$ cat config.mk
export PLATFORM = sky130hd
export DESIGN_NAME = combo_weight_solver_unit
export DESIGN_NICKNAME = d
export VERILOG_FILES = /design/src/design/cws_pkg.sv /design/src/design/combo_weight_solver_unit.sv /design/src/design/cws_front.sv /design/src/design/cws_queue.sv /design/src/design/cws_back.sv
export SDC_FILE = /design/constraint.sdc
export NUM_CORES = 2
export LEC_CHECK = 0
export BUFFER_PORTS_ARGS = -buffer_cell sky130_fd_sc_hd__buf_2
export CAP_MARGIN = 0
export CORE_UTILIZATION = 35
export CTS_CLUSTER_SIZE = 30
export DETAILED_ROUTE_END_ITERATION = 7
export PLACE_DENSITY = 0.5
export SETUP_SLACK_MARGIN = 0.4
export SYNTH_ARGS = -nofsm -noshare
export SYNTH_HDL_FRONTEND = slang
export SYNTH_SLANG_ARGS = --single-unit
$ cat constraint.sdc
create_clock -name clk -period 12.8 [get_ports clk]
set_clock_uncertainty 0.2 [all_clocks]
set_input_delay 1.92 -clock clk [delete_from_list [all_inputs] [get_ports clk]]
set_output_delay 1.92 -clock clk [all_outputs]
set_load 0.01 [all_outputs]
$ cat src/design/cws_pkg.sv
// Shared types and constants for the combo weight solver.
// Used by the front, queue, back and top-level modules; no dependencies.
`timescale 1ns / 1ps

package cws_pkg;

  localparam int MAG_W = 15;
  localparam int SUM_W = 20;
  localparam int QUO_W = 15;

  localparam logic [MAG_W-1:0] MAG_MAX = {MAG_W{1'b1}};
  localparam logic [SUM_W-1:0] SUM_MAX = {SUM_W{1'b1}};

  // solve modes
  localparam logic [2:0] MODE_MIN      = 3'd0;
  localparam logic [2:0] MODE_PRODUCT  = 3'd1;
  localparam logic [2:0] MODE_MIN_MAX  = 3'd2;
  localparam logic [2:0] MODE_EXT_HARM = 3'd3;
  localparam logic [2:0] MODE_ALL_HARM = 3'd4;

  // configuration register indexes
  localparam logic [1:0] CFG_SOLVE_MODE     = 2'd0;
  localparam logic [1:0] CFG_MAX_VALUE      = 2'd1;
  localparam logic [1:0] CFG_ZERO_TOLERANCE = 2'd2;

  localparam logic [2:0]       SOLVE_MODE_RST     = MODE_MIN;
  localparam logic [MAG_W-1:0] MAX_VALUE_RST      = 15'd16384;
  localparam logic [7:0]       ZERO_TOLERANCE_RST = 8'd1;

  // summary of one finished run, handed from front to back
  typedef struct packed {
    logic             mismatch;
    logic [MAG_W-1:0] run_min;
    logic [MAG_W-1:0] run_max;
    logic [MAG_W-1:0] run_product;
    logic [SUM_W-1:0] run_sum;
  } cws_run_t;

endpackage

$ cat src/design/combo_weight_solver_unit.sv
// Top level of the combo weight solver: configuration registers, front end,
// run queue and back end. Depends on cws_pkg, cws_front, cws_queue, cws_back.
`timescale 1ns / 1ps
//
// Usage
//   in_*  : one (slider, target) pair per transfer; in_last_pair closes a run.
//           Pairs are taken one per cycle while the run queue has room.
//   out_* : one result per run (signs_match, weight), held until transferred.
//   cfg_* : register writes, always ready; write only while the block is idle.
// After a run's last pair the back end pops its summary and multiplies; modes
//   min, product and min*max and the zero or saturated cases give the result
//   directly, the harmonic modes use the divider at one quotient bit per cycle.
// Throughput: one pair per cycle while the queue has room; the back end solves
//   runs one at a time, while a two-entry queue lets the front keep taking pairs.
// Reset clears the run state, empties the queue and loads the register
//   defaults. A stalled result stays on out_* and the back end waits; once
//   the queue is full the front raises in_stall.
//
module combo_weight_solver_unit import cws_pkg::*; #(
  parameter int MAX_PAIRS = 16,
  parameter int FRAC_BITS = 14
) (
  input  logic               clk,
  input  logic               rst_n,
  input  logic               in_valid,
  output logic               in_stall,
  input  logic signed [15:0] in_slider_value,
  input  logic signed [15:0] in_target_value,
  input  logic               in_last_pair,
  output logic               out_valid,
  input  logic               out_stall,
  output logic               out_signs_match,
  output logic [MAG_W-1:0]   out_weight,
  input  logic               cfg_valid,
  output logic               cfg_ready,
  input  logic [1:0]         cfg_index,
  input  logic [MAG_W-1:0]   cfg_data
);

  localparam int CW = $clog2(MAX_PAIRS + 1);
  localparam int QW = $bits(cws_run_t) + CW;

  logic [2:0]       solve_mode_r;
  logic [MAG_W-1:0] max_value_r;
  logic [7:0]       zero_tolerance_r;

  logic          q_full, q_empty, q_push, q_pop;
  cws_run_t      push_run, pop_run;
  logic [CW-1:0] push_count, pop_count;
  logic [QW-1:0] q_wr, q_rd;

  assign cfg_ready = 1'b1;

  always_ff @(posedge clk) begin
    if (!rst_n) begin
      solve_mode_r     <= SOLVE_MODE_RST;
      max_value_r      <= MAX_VALUE_RST;
      zero_tolerance_r <= ZERO_TOLERANCE_RST;
    end else if (cfg_valid && cfg_ready) begin
      case (cfg_index)
        CFG_SOLVE_MODE:     solve_mode_r     <= cfg_data[2:0];
        CFG_MAX_VALUE:      max_value_r      <= cfg_data;
        CFG_ZERO_TOLERANCE: zero_tolerance_r <= cfg_data[7:0];
        default: ;
      endcase
    end
  end

  cws_front #(
    .MAX_PAIRS(MAX_PAIRS),
    .FRAC_BITS(FRAC_BITS)
  ) u_front (
    .clk            (clk),
    .rst_n          (rst_n),
    .in_valid       (in_valid),
    .in_stall       (in_stall),
    .in_slider_value(in_slider_value),
    .in_target_value(in_target_value),
    .in_last_pair   (in_last_pair),
    .max_value      (max_value_r),
    .zero_tolerance (zero_tolerance_r),
    .q_full         (q_full),
    .q_push         (q_push),
    .q_run          (push_run),
    .q_count        (push_count)
  );

  assign q_wr = {push_count, push_run};

  cws_queue #(
    .W(QW)
  ) u_queue (
    .clk    (clk),
    .rst_n  (rst_n),
    .push   (q_push),
    .wr_data(q_wr),
    .pop    (q_pop),
    .rd_data(q_rd),
    .full   (q_full),
    .empty  (q_empty)
  );

  assign pop_run   = q_rd[$bits(cws_run_t)-1:0];
  assign pop_count = q_rd[QW-1:$bits(cws_run_t)];

  cws_back #(
    .MAX_PAIRS(MAX_PAIRS),
    .FRAC_BITS(FRAC_BITS)
  ) u_back (
    .clk            (clk),
    .rst_n          (rst_n),
    .solve_mode     (solve_mode_r),
    .zero_tolerance (zero_tolerance_r),
    .q_empty        (q_empty),
    .q_run          (pop_run),
    .q_count        (pop_count),
    .q_pop          (q_pop),
    .out_valid      (out_valid),
    .out_stall      (out_stall),
    .out_signs_match(out_signs_match),
    .out_weight     (out_weight)
  );

endmodule

$ cat src/design/cws_front.sv
// Front end: takes (value, target) pairs, does the sign test and folds
// clamped magnitudes into the run state. Depends on cws_pkg.
`timescale 1ns / 1ps

module cws_front import cws_pkg::*; #(
  parameter int MAX_PAIRS = 16,
  parameter int FRAC_BITS = 14,
  localparam int CW = $clog2(MAX_PAIRS + 1)
) (
  input  logic              clk,
  input  logic              rst_n,
  input  logic              in_valid,
  output logic              in_stall,
  input  logic signed [15:0] in_slider_value,
  input  logic signed [15:0] in_target_value,
  input  logic              in_last_pair,
  input  logic [MAG_W-1:0]  max_value,
  input  logic [7:0]        zero_tolerance,
  input  logic              q_full,
  output logic              q_push,
  output cws_run_t          q_run,
  output logic [CW-1:0]     q_count
);

  localparam logic [30:0] HALF_Q = 31'(64'd1 << (FRAC_BITS - 1));
  localparam logic [MAG_W-1:0] PROD_INIT = MAG_W'((64'd1 << FRAC_BITS) & 64'h7FFF);
  localparam logic [CW-1:0] CNT_MAX = CW'(MAX_PAIRS);

  logic             mism_r, mism_nxt;
  logic [MAG_W-1:0] min_r, min_nxt;
  logic [MAG_W-1:0] max_r, max_nxt;
  logic [MAG_W-1:0] prod_r, prod_nxt;
  logic [SUM_W-1:0] sum_r, sum_nxt;
  logic [CW-1:0]    cnt_r, cnt_nxt;

  logic             accept;
  logic signed [16:0] eps_s;
  logic             val_pos, tar_pos;
  logic [15:0]      val_abs;
  logic [MAG_W-1:0] mag;
  logic [29:0]      prod_mul;
  logic [30:0]      prod_rnd;
  logic [30:0]      prod_sh;
  logic [SUM_W:0]   sum_add;
  cws_run_t         upd;
  logic [CW-1:0]    upd_cnt;

  assign in_stall = q_full;
  assign accept   = in_valid & ~q_full;

  always_comb begin
    eps_s   = $signed({9'b0, zero_tolerance});
    val_pos = $signed({in_slider_value[15], in_slider_value}) > eps_s;
    tar_pos = $signed({in_target_value[15], in_target_value}) > eps_s;
    // -(-32768) wraps to 0x8000, which is the right unsigned magnitude
    val_abs = in_slider_value[15] ? 16'(-in_slider_value) : in_slider_value;
    mag     = (val_abs > {1'b0, max_value}) ? max_value : val_abs[MAG_W-1:0];

    prod_mul = prod_r * mag;
    prod_rnd = {1'b0, prod_mul} + HALF_Q;
    prod_sh  = prod_rnd >> FRAC_BITS;
    sum_add  = {1'b0, sum_r} + {{(SUM_W+1-MAG_W){1'b0}}, mag};

    upd.mismatch    = mism_r | (val_pos != tar_pos);
    upd.run_min     = (mag < min_r) ? mag : min_r;
    upd.run_max     = (mag > max_r) ? mag : max_r;
    upd.run_product = (prod_sh > 31'(MAG_MAX)) ? MAG_MAX : prod_sh[MAG_W-1:0];
    upd.run_sum     = sum_add[SUM_W] ? SUM_MAX : sum_add[SUM_W-1:0];
    upd_cnt         = (cnt_r < CNT_MAX) ? cnt_r + 1'b1 : cnt_r;

    mism_nxt = mism_r;
    min_nxt  = min_r;
    max_nxt  = max_r;
    prod_nxt = prod_r;
    sum_nxt  = sum_r;
    cnt_nxt  = cnt_r;
    if (accept) begin
      if (in_last_pair) begin
        mism_nxt = 1'b0;
        min_nxt  = MAG_MAX;
        max_nxt  = '0;
        prod_nxt = PROD_INIT;
        sum_nxt  = '0;
        cnt_nxt  = '0;
      end else begin
        mism_nxt = upd.mismatch;
        min_nxt  = upd.run_min;
        max_nxt  = upd.run_max;
        prod_nxt = upd.run_product;
        sum_nxt  = upd.run_sum;
        cnt_nxt  = upd_cnt;
      end
    end
  end

  assign q_push  = accept & in_last_pair;
  assign q_run   = upd;
  assign q_count = upd_cnt;

  always_ff @(posedge clk) begin
    if (!rst_n) begin
      mism_r <= 1'b0;
      min_r  <= MAG_MAX;
      max_r  <= '0;
      prod_r <= PROD_INIT;
      sum_r  <= '0;
      cnt_r  <= '0;
    end else begin
      mism_r <= mism_nxt;
      min_r  <= min_nxt;
      max_r  <= max_nxt;
      prod_r <= prod_nxt;
      sum_r  <= sum_nxt;
      cnt_r  <= cnt_nxt;
    end
  end

endmodule

$ cat src/design/cws_queue.sv
// Two-entry queue of finished run summaries between front and back.
// Imports cws_pkg, though it uses none of its types or constants.
`timescale 1ns / 1ps

module cws_queue import cws_pkg::*; #(
  parameter int W = 66
) (
  input  logic         clk,
  input  logic         rst_n,
  input  logic         push,
  input  logic [W-1:0] wr_data,
  input  logic         pop,
  output logic [W-1:0] rd_data,
  output logic         full,
  output logic         empty
);

  logic [W-1:0] slot_r [2];
  logic         wr_ptr_r, wr_ptr_nxt;
  logic         rd_ptr_r, rd_ptr_nxt;
  logic [1:0]   cnt_r, cnt_nxt;
  logic         do_push, do_pop;

  assign full    = (cnt_r == 2'd2);
  assign empty   = (cnt_r == 2'd0);
  assign do_push = push & ~full;
  assign do_pop  = pop & ~empty;
  assign rd_data = slot_r[rd_ptr_r];

  always_comb begin
    wr_ptr_nxt = wr_ptr_r ^ do_push;
    rd_ptr_nxt = rd_ptr_r ^ do_pop;
    cnt_nxt    = cnt_r;
    if (do_push && !do_pop) begin
      cnt_nxt = cnt_r + 2'd1;
    end else if (do_pop && !do_push) begin
      cnt_nxt = cnt_r - 2'd1;
    end
  end

  always_ff @(posedge clk) begin
    if (do_push) begin
      slot_r[wr_ptr_r] <= wr_data;
    end
  end

  always_ff @(posedge clk) begin
    if (!rst_n) begin
      wr_ptr_r <= 1'b0;
      rd_ptr_r <= 1'b0;
      cnt_r    <= '0;
    end else begin
      wr_ptr_r <= wr_ptr_nxt;
      rd_ptr_r <= rd_ptr_nxt;
      cnt_r    <= cnt_nxt;
    end
  end

endmodule

$ cat src/design/cws_back.sv
// Back end: takes one run summary, solves the weight for the selected mode
// (multiply, then in the harmonic modes a restoring divider at one quotient
// bit per cycle), and holds the result until it is transferred. Depends on cws_pkg.
`timescale 1ns / 1ps

module cws_back import cws_pkg::*; #(
  parameter int MAX_PAIRS = 16,
  parameter int FRAC_BITS = 14,
  localparam int CW = $clog2(MAX_PAIRS + 1)
) (
  input  logic             clk,
  input  logic             rst_n,
  input  logic [2:0]       solve_mode,
  input  logic [7:0]       zero_tolerance,
  input  logic             q_empty,
  input  cws_run_t         q_run,
  input  logic [CW-1:0]    q_count,
  output logic             q_pop,
  output logic             out_valid,
  input  logic             out_stall,
  output logic             out_signs_match,
  output logic [MAG_W-1:0] out_weight
);

  localparam int MW   = (CW + MAG_W > 30) ? CW + MAG_W : 30;
  localparam int N4W  = CW + MAG_W + FRAC_BITS + 1;
  localparam int NUMW = (N4W > 36) ? N4W : 36;
  localparam logic [30:0] HALF_Q = 31'(64'd1 << (FRAC_BITS - 1));

  localparam logic [2:0] ST_IDLE = 3'd0;
  localparam logic [2:0] ST_MUL  = 3'd1;
  localparam logic [2:0] ST_PREP = 3'd2;
  localparam logic [2:0] ST_DIV  = 3'd3;
  localparam logic [2:0] ST_OUT  = 3'd4;

  logic [2:0]       state_r, state_nxt;
  cws_run_t         job_r, job_nxt;
  logic [CW-1:0]    cnt_r, cnt_nxt;
  logic [MW-1:0]    mul_r, mul_nxt;
  logic [NUMW-1:0]  rem_r, rem_nxt;
  logic [NUMW-1:0]  dsh_r, dsh_nxt;
  logic [QUO_W-1:0] quo_r, quo_nxt;
  logic [3:0]       bit_r, bit_nxt;
  logic             match_r, match_nxt;
  logic [MAG_W-1:0] weight_r, weight_nxt;

  logic [15:0]      den3;
  logic [SUM_W-1:0] den;
  logic [NUMW-1:0]  num;
  logic [NUMW-1:0]  den_sat;
  logic [30:0]      r2_rnd;
  logic [30:0]      r2_sh;
  logic             ge;

  assign out_valid       = (state_r == ST_OUT);
  assign out_signs_match = match_r;
  assign out_weight      = weight_r;
  assign q_pop           = (state_r == ST_IDLE) && !q_empty;

  always_comb begin
    den3    = {1'b0, job_r.run_max} + {1'b0, job_r.run_min};
    den     = (solve_mode == MODE_EXT_HARM) ? SUM_W'(den3) : job_r.run_sum;
    if (solve_mode == MODE_EXT_HARM) begin
      num = NUMW'({mul_r[29:0], 1'b0}) + NUMW'(den3 >> 1);
    end else begin
      num = (NUMW'(mul_r) << FRAC_BITS) + NUMW'(job_r.run_sum >> 1);
    end
    den_sat = NUMW'(den) << QUO_W;
    r2_rnd  = {1'b0, mul_r[29:0]} + HALF_Q;
    r2_sh   = r2_rnd >> FRAC_BITS;
    ge      = (rem_r >= dsh_r);
  end

  always_comb begin
    state_nxt  = state_r;
    job_nxt    = job_r;
    cnt_nxt    = cnt_r;
    mul_nxt    = mul_r;
    rem_nxt    = rem_r;
    dsh_nxt    = dsh_r;
    quo_nxt    = quo_r;
    bit_nxt    = bit_r;
    match_nxt  = match_r;
    weight_nxt = weight_r;
    case (state_r)
      ST_IDLE: begin
        if (!q_empty) begin
          job_nxt   = q_run;
          cnt_nxt   = q_count;
          state_nxt = ST_MUL;
        end
      end
      ST_MUL: begin
        if (solve_mode == MODE_ALL_HARM) begin
          mul_nxt = MW'(cnt_r) * MW'(job_r.run_product);
        end else begin
          mul_nxt = MW'(job_r.run_max) * MW'(job_r.run_min);
        end
        state_nxt = ST_PREP;
      end
      ST_PREP: begin
        match_nxt = ~job_r.mismatch;
        state_nxt = ST_OUT;
        if (job_r.mismatch) begin
          weight_nxt = '0;
        end else begin
          case (solve_mode)
            MODE_PRODUCT: weight_nxt = job_r.run_product;
            MODE_MIN_MAX: begin
              weight_nxt = (r2_sh > 31'(MAG_MAX)) ? MAG_MAX : r2_sh[MAG_W-1:0];
            end
            MODE_EXT_HARM, MODE_ALL_HARM: begin
              // near-zero denominator gives zero; quotients past 15 bits saturate
              if (den <= SUM_W'(zero_tolerance)) begin
                weight_nxt = '0;
              end else if (num >= den_sat) begin
                weight_nxt = MAG_MAX;
              end else begin
                rem_nxt   = num;
                dsh_nxt   = NUMW'(den) << (QUO_W - 1);
                quo_nxt   = '0;
                bit_nxt   = 4'(QUO_W - 1);
                state_nxt = ST_DIV;
              end
            end
            default: weight_nxt = job_r.run_min;
          endcase
        end
      end
      ST_DIV: begin
        if (ge) begin
          rem_nxt = rem_r - dsh_r;
        end
        quo_nxt = {quo_r[QUO_W-2:0], ge};
        dsh_nxt = dsh_r >> 1;
        bit_nxt = bit_r - 4'd1;
        if (bit_r == 4'd0) begin
          weight_nxt = quo_nxt;
          state_nxt  = ST_OUT;
        end
      end
      ST_OUT: begin
        if (!out_stall) begin
          state_nxt = ST_IDLE;
        end
      end
      default: state_nxt = ST_IDLE;
    endcase
  end

  always_ff @(posedge clk) begin
    if (!rst_n) begin
      state_r <= ST_IDLE;
    end else begin
      state_r <= state_nxt;
    end
  end

  always_ff @(posedge clk) begin
    job_r    <= job_nxt;
    cnt_r    <= cnt_nxt;
    mul_r    <= mul_nxt;
    rem_r    <= rem_nxt;
    dsh_r    <= dsh_nxt;
    quo_r    <= quo_nxt;
    bit_r    <= bit_nxt;
    match_r  <= match_nxt;
    weight_r <= weight_nxt;
  end

endmodule

==> metrics.md <==
| Metric | Value |
|---|---|
| Dpl cells | approximately 5900 |
| Setup violators final | 0 |
| Mapped Area | approximately 42000 µm² |
| Via count | between 30000 and 40000 |
| Commonest non-fill, non-tap cell in the layout | nand2_1 |
| CTS Root Cell | clkbuf_16 |
| Antenna-violating nets left | 0 |
| Slew @ Worst Pin | around 1200 ps |
| Starting Density | 0.355 |
| Total die area | 122000 µm² |
| Total Routed Length | around 120 mm |
| Gate Count Post-Synth | about 4400 |
| Skew-Pair Late Insertion Delay | about 610 ps |
| Fin cells | 6029 |
| Tcrit/Tclk final | 0.908 |
| Share of cells above drive strength 1 | 0.0917 |
| #FFs+latches synth | ~450 |
| Critical path buffers and inverters | 7 |
| Num ports | 74 |
| Critical path arrival | between 10000 and 15000 ps |
| Drt via density | around 5.1 |
| Core area | between 100000 and 150000 µm² |
| Unrepaired setup endpoints after global routing | false |
| # DRC | 0 |
| Synthesized area per cell | 9.68 µm² |
| Max-cap violations | 0 |
| Vias in the first global route | about 31000 |
| Family with the most delay on the worst path | adder cells |
| Most frequent cells in the layout | nand2_1, inv_1, ha_1 |
| Outcome | completed |
| IO buf count | between 70 and 80 |
| Max Transition Viols Final | 0 |
| EDFF count, synth | approximately 350 |
| Initial DRC Count | between 2000 and 2500 |
| Place WS | between 600 and 700 ps |
| CTS tree | built |
| N_diodes | 0 |
| Max Fclk | between 80 and 90 MHz |
| Startpoint types | input port |
| Fill count | ~12000 |
| GPL Wtd Cong | a little under 0.9 |
| Critical Path RT | 13080 ps |
| Core Rows | 126 |
| Pin count of the biggest net entering global routing | roughly 80 |
| Hold Path Class | flip-flop to flip-flop |
| Setup ws final | ~1200 ps |
| Post-Syn Nets | 5195 |
| Distinct cells, synth | about 80 |
| Initial antenna violation count | 11 |
| H-Tree Depth | 2 |
| Detail Placement HPWL | 96.0 mm |
| DIE WIDTH | 349 µm |
| Final hold vios | 0 |
| Min cycle time layout | roughly 12000 ps |
| Ys flop type | edfxtp_1 |
| Clk buf depth | 3 |
| Gr usage total | 0.205 |
| Sum Neg Setup Slack | 0 ps |
| Wire per inst | roughly 20 µm |
| Total iterations of the first detailed-routing run | 5 |
| Register area share after synthesis | 0.297 |
| Post-CTS setup buffer count | 0 |
| Total CTS buffers | 53 |
| Grt total ovfl | 0 |
| Die Y | ~350 µm |
| Max-slew headroom | 0.200 |
| CTS sink count | roughly 450 |
| Crit path top cell by count | fa_1 |
| CTS clk-pin slew, worst paths | approximately 60 ps |
| Hold buffers post-CTS | 0 |
| Crit-path slowest cell | or4_1 |
| Layout overhead on the synthesized area | 10.3% |
| Global-route wire length before repair | around 190 mm |
| Min Hold Slack | around 260 ps |
| CP max FO | 15 |
| Fin nets | between 5000 and 6000 |
| Synth warn | 0 |
| CP endpoint kind | flip-flop |
| Setup CP Type | input port to flip-flop |
| Asr flop ratio synth | 0 |
| CP peak stage delay | about 600 ps |
| CTS resizes | 0 |
[cell families after synthesis]
kind of cell	after synthesis	synth area share
flip-flops	451	0.297
buffers and inverters	729	0.0653
XOR/XNOR	186	0.0387
adder cells (fa/ha/maj)	784	0.300
AND/OR/NAND/NOR	1334	0.150
AO/OA/AOI/OAI	735	0.113
other	1	0.0000890
multiplexers	136	0.0354
[through the flow]
step	utilization	area (µm²)
3_5_place_dp	0.376	44600
5_1_grt	0.392	46500
6_report	0.392	46500
3_3_place_gp	0.376	44600
4_1_cts	0.392	46500
2_1_floorplan	-	42100
[sequential cells by signal, indices dropped and copies added (netlist names), 4 cells and up]
name               cells
max_value_r           15
u_back.bit_r           4
u_back.cnt_r           5
u_back.dsh_r          34
u_back.job_r          66
u_back.mul_r          30
u_back.out_weight     15
u_back.quo_r          14
u_back.rem_r          36
u_front.cnt_r          5
u_front.max_r         15
u_front.min_r         15
u_front.prod_r        15
u_front.sum_r         20
u_queue.slot_r       142
zero_tolerance_r       8
[Yosys cell counts (7+ instances only)]
cell      instances  share of area
nand2_1         546          0.049
inv_1           542          0.048
ha_1            404           0.12
fa_1            380           0.18
edfxtp_1        347           0.25
nor2_1          240          0.021
a21oi_1         223          0.026
and2_1          223          0.033
clkbuf_1        173          0.015
o21ai_0         134          0.016
xnor2_1         111          0.023
dfxtp_1         104          0.049
mux2_2           99          0.026
a21o_1           91          0.016
xor2_1           75          0.016
nor2b_1          64         0.0095
nand3_1          57         0.0068
a22o_1           46         0.0096
nand4_1          41         0.0061
nand2b_1         38         0.0056
nor3_1           38         0.0045
mux2i_1          35         0.0083
o21a_1           32         0.0057
a21boi_0         31         0.0055
a211oi_1         28         0.0050
and3_1           21         0.0031
o21bai_1         20         0.0036
o31ai_1          18         0.0032
or2_2            16         0.0024
a31oi_1          15         0.0022
nor4_1           12         0.0018
o211ai_1         11         0.0020
o22a_1           11         0.0023
or3_1            10         0.0015
o31a_1            9         0.0019
buf_1             8        0.00071
nor3b_1           8         0.0014
a211o_1           7         0.0015
[worst paths after layout]
kind	from	to	slack (ps)	cells past startpoint
max	in_slider_value[5]	u_front.prod_r[1]	1180	37
max reg2reg	max_value_r[13]	u_front.prod_r[1]	3550	33
min reg2reg	max_value_r[12]	max_value_r[12]	260	2
min	max_value_r[12]	max_value_r[12]	260	2
[layout make-up]
cell class	count	area [µm²]	area share
clock buffers	65	1450	0.0312
clock inverters	35	455	0.00980
inverters	542	2030	0.0438
multi-input cells	3176	27000	0.581
flip-flops and latches	451	12500	0.269
well taps	1600	2000	0.0431
repair buffers	160	1030	0.0222
[tightest hold or removal path: cells and delay by family (launching register included)]
family             cells  cell delay, ps
DFF                    1             310
and+or+nand+nor        1              40
AOI/OAI and AO/OA      1              60
[layer usage]
layer / wire [µm] / GRT usage / up-vias
met3: 5460 / 0.0202 / 121
met5: 9 / 0 / -
met1: 60600 / 0.304 / 15500
li1: - / - / 14700
met2: 55500 / 0.325 / 683
met4: 2160 / 0.0398 / 2
Power is not shown: default switching activity piles up to over one toggle a cycle in this logic, so the estimate is an artifact.
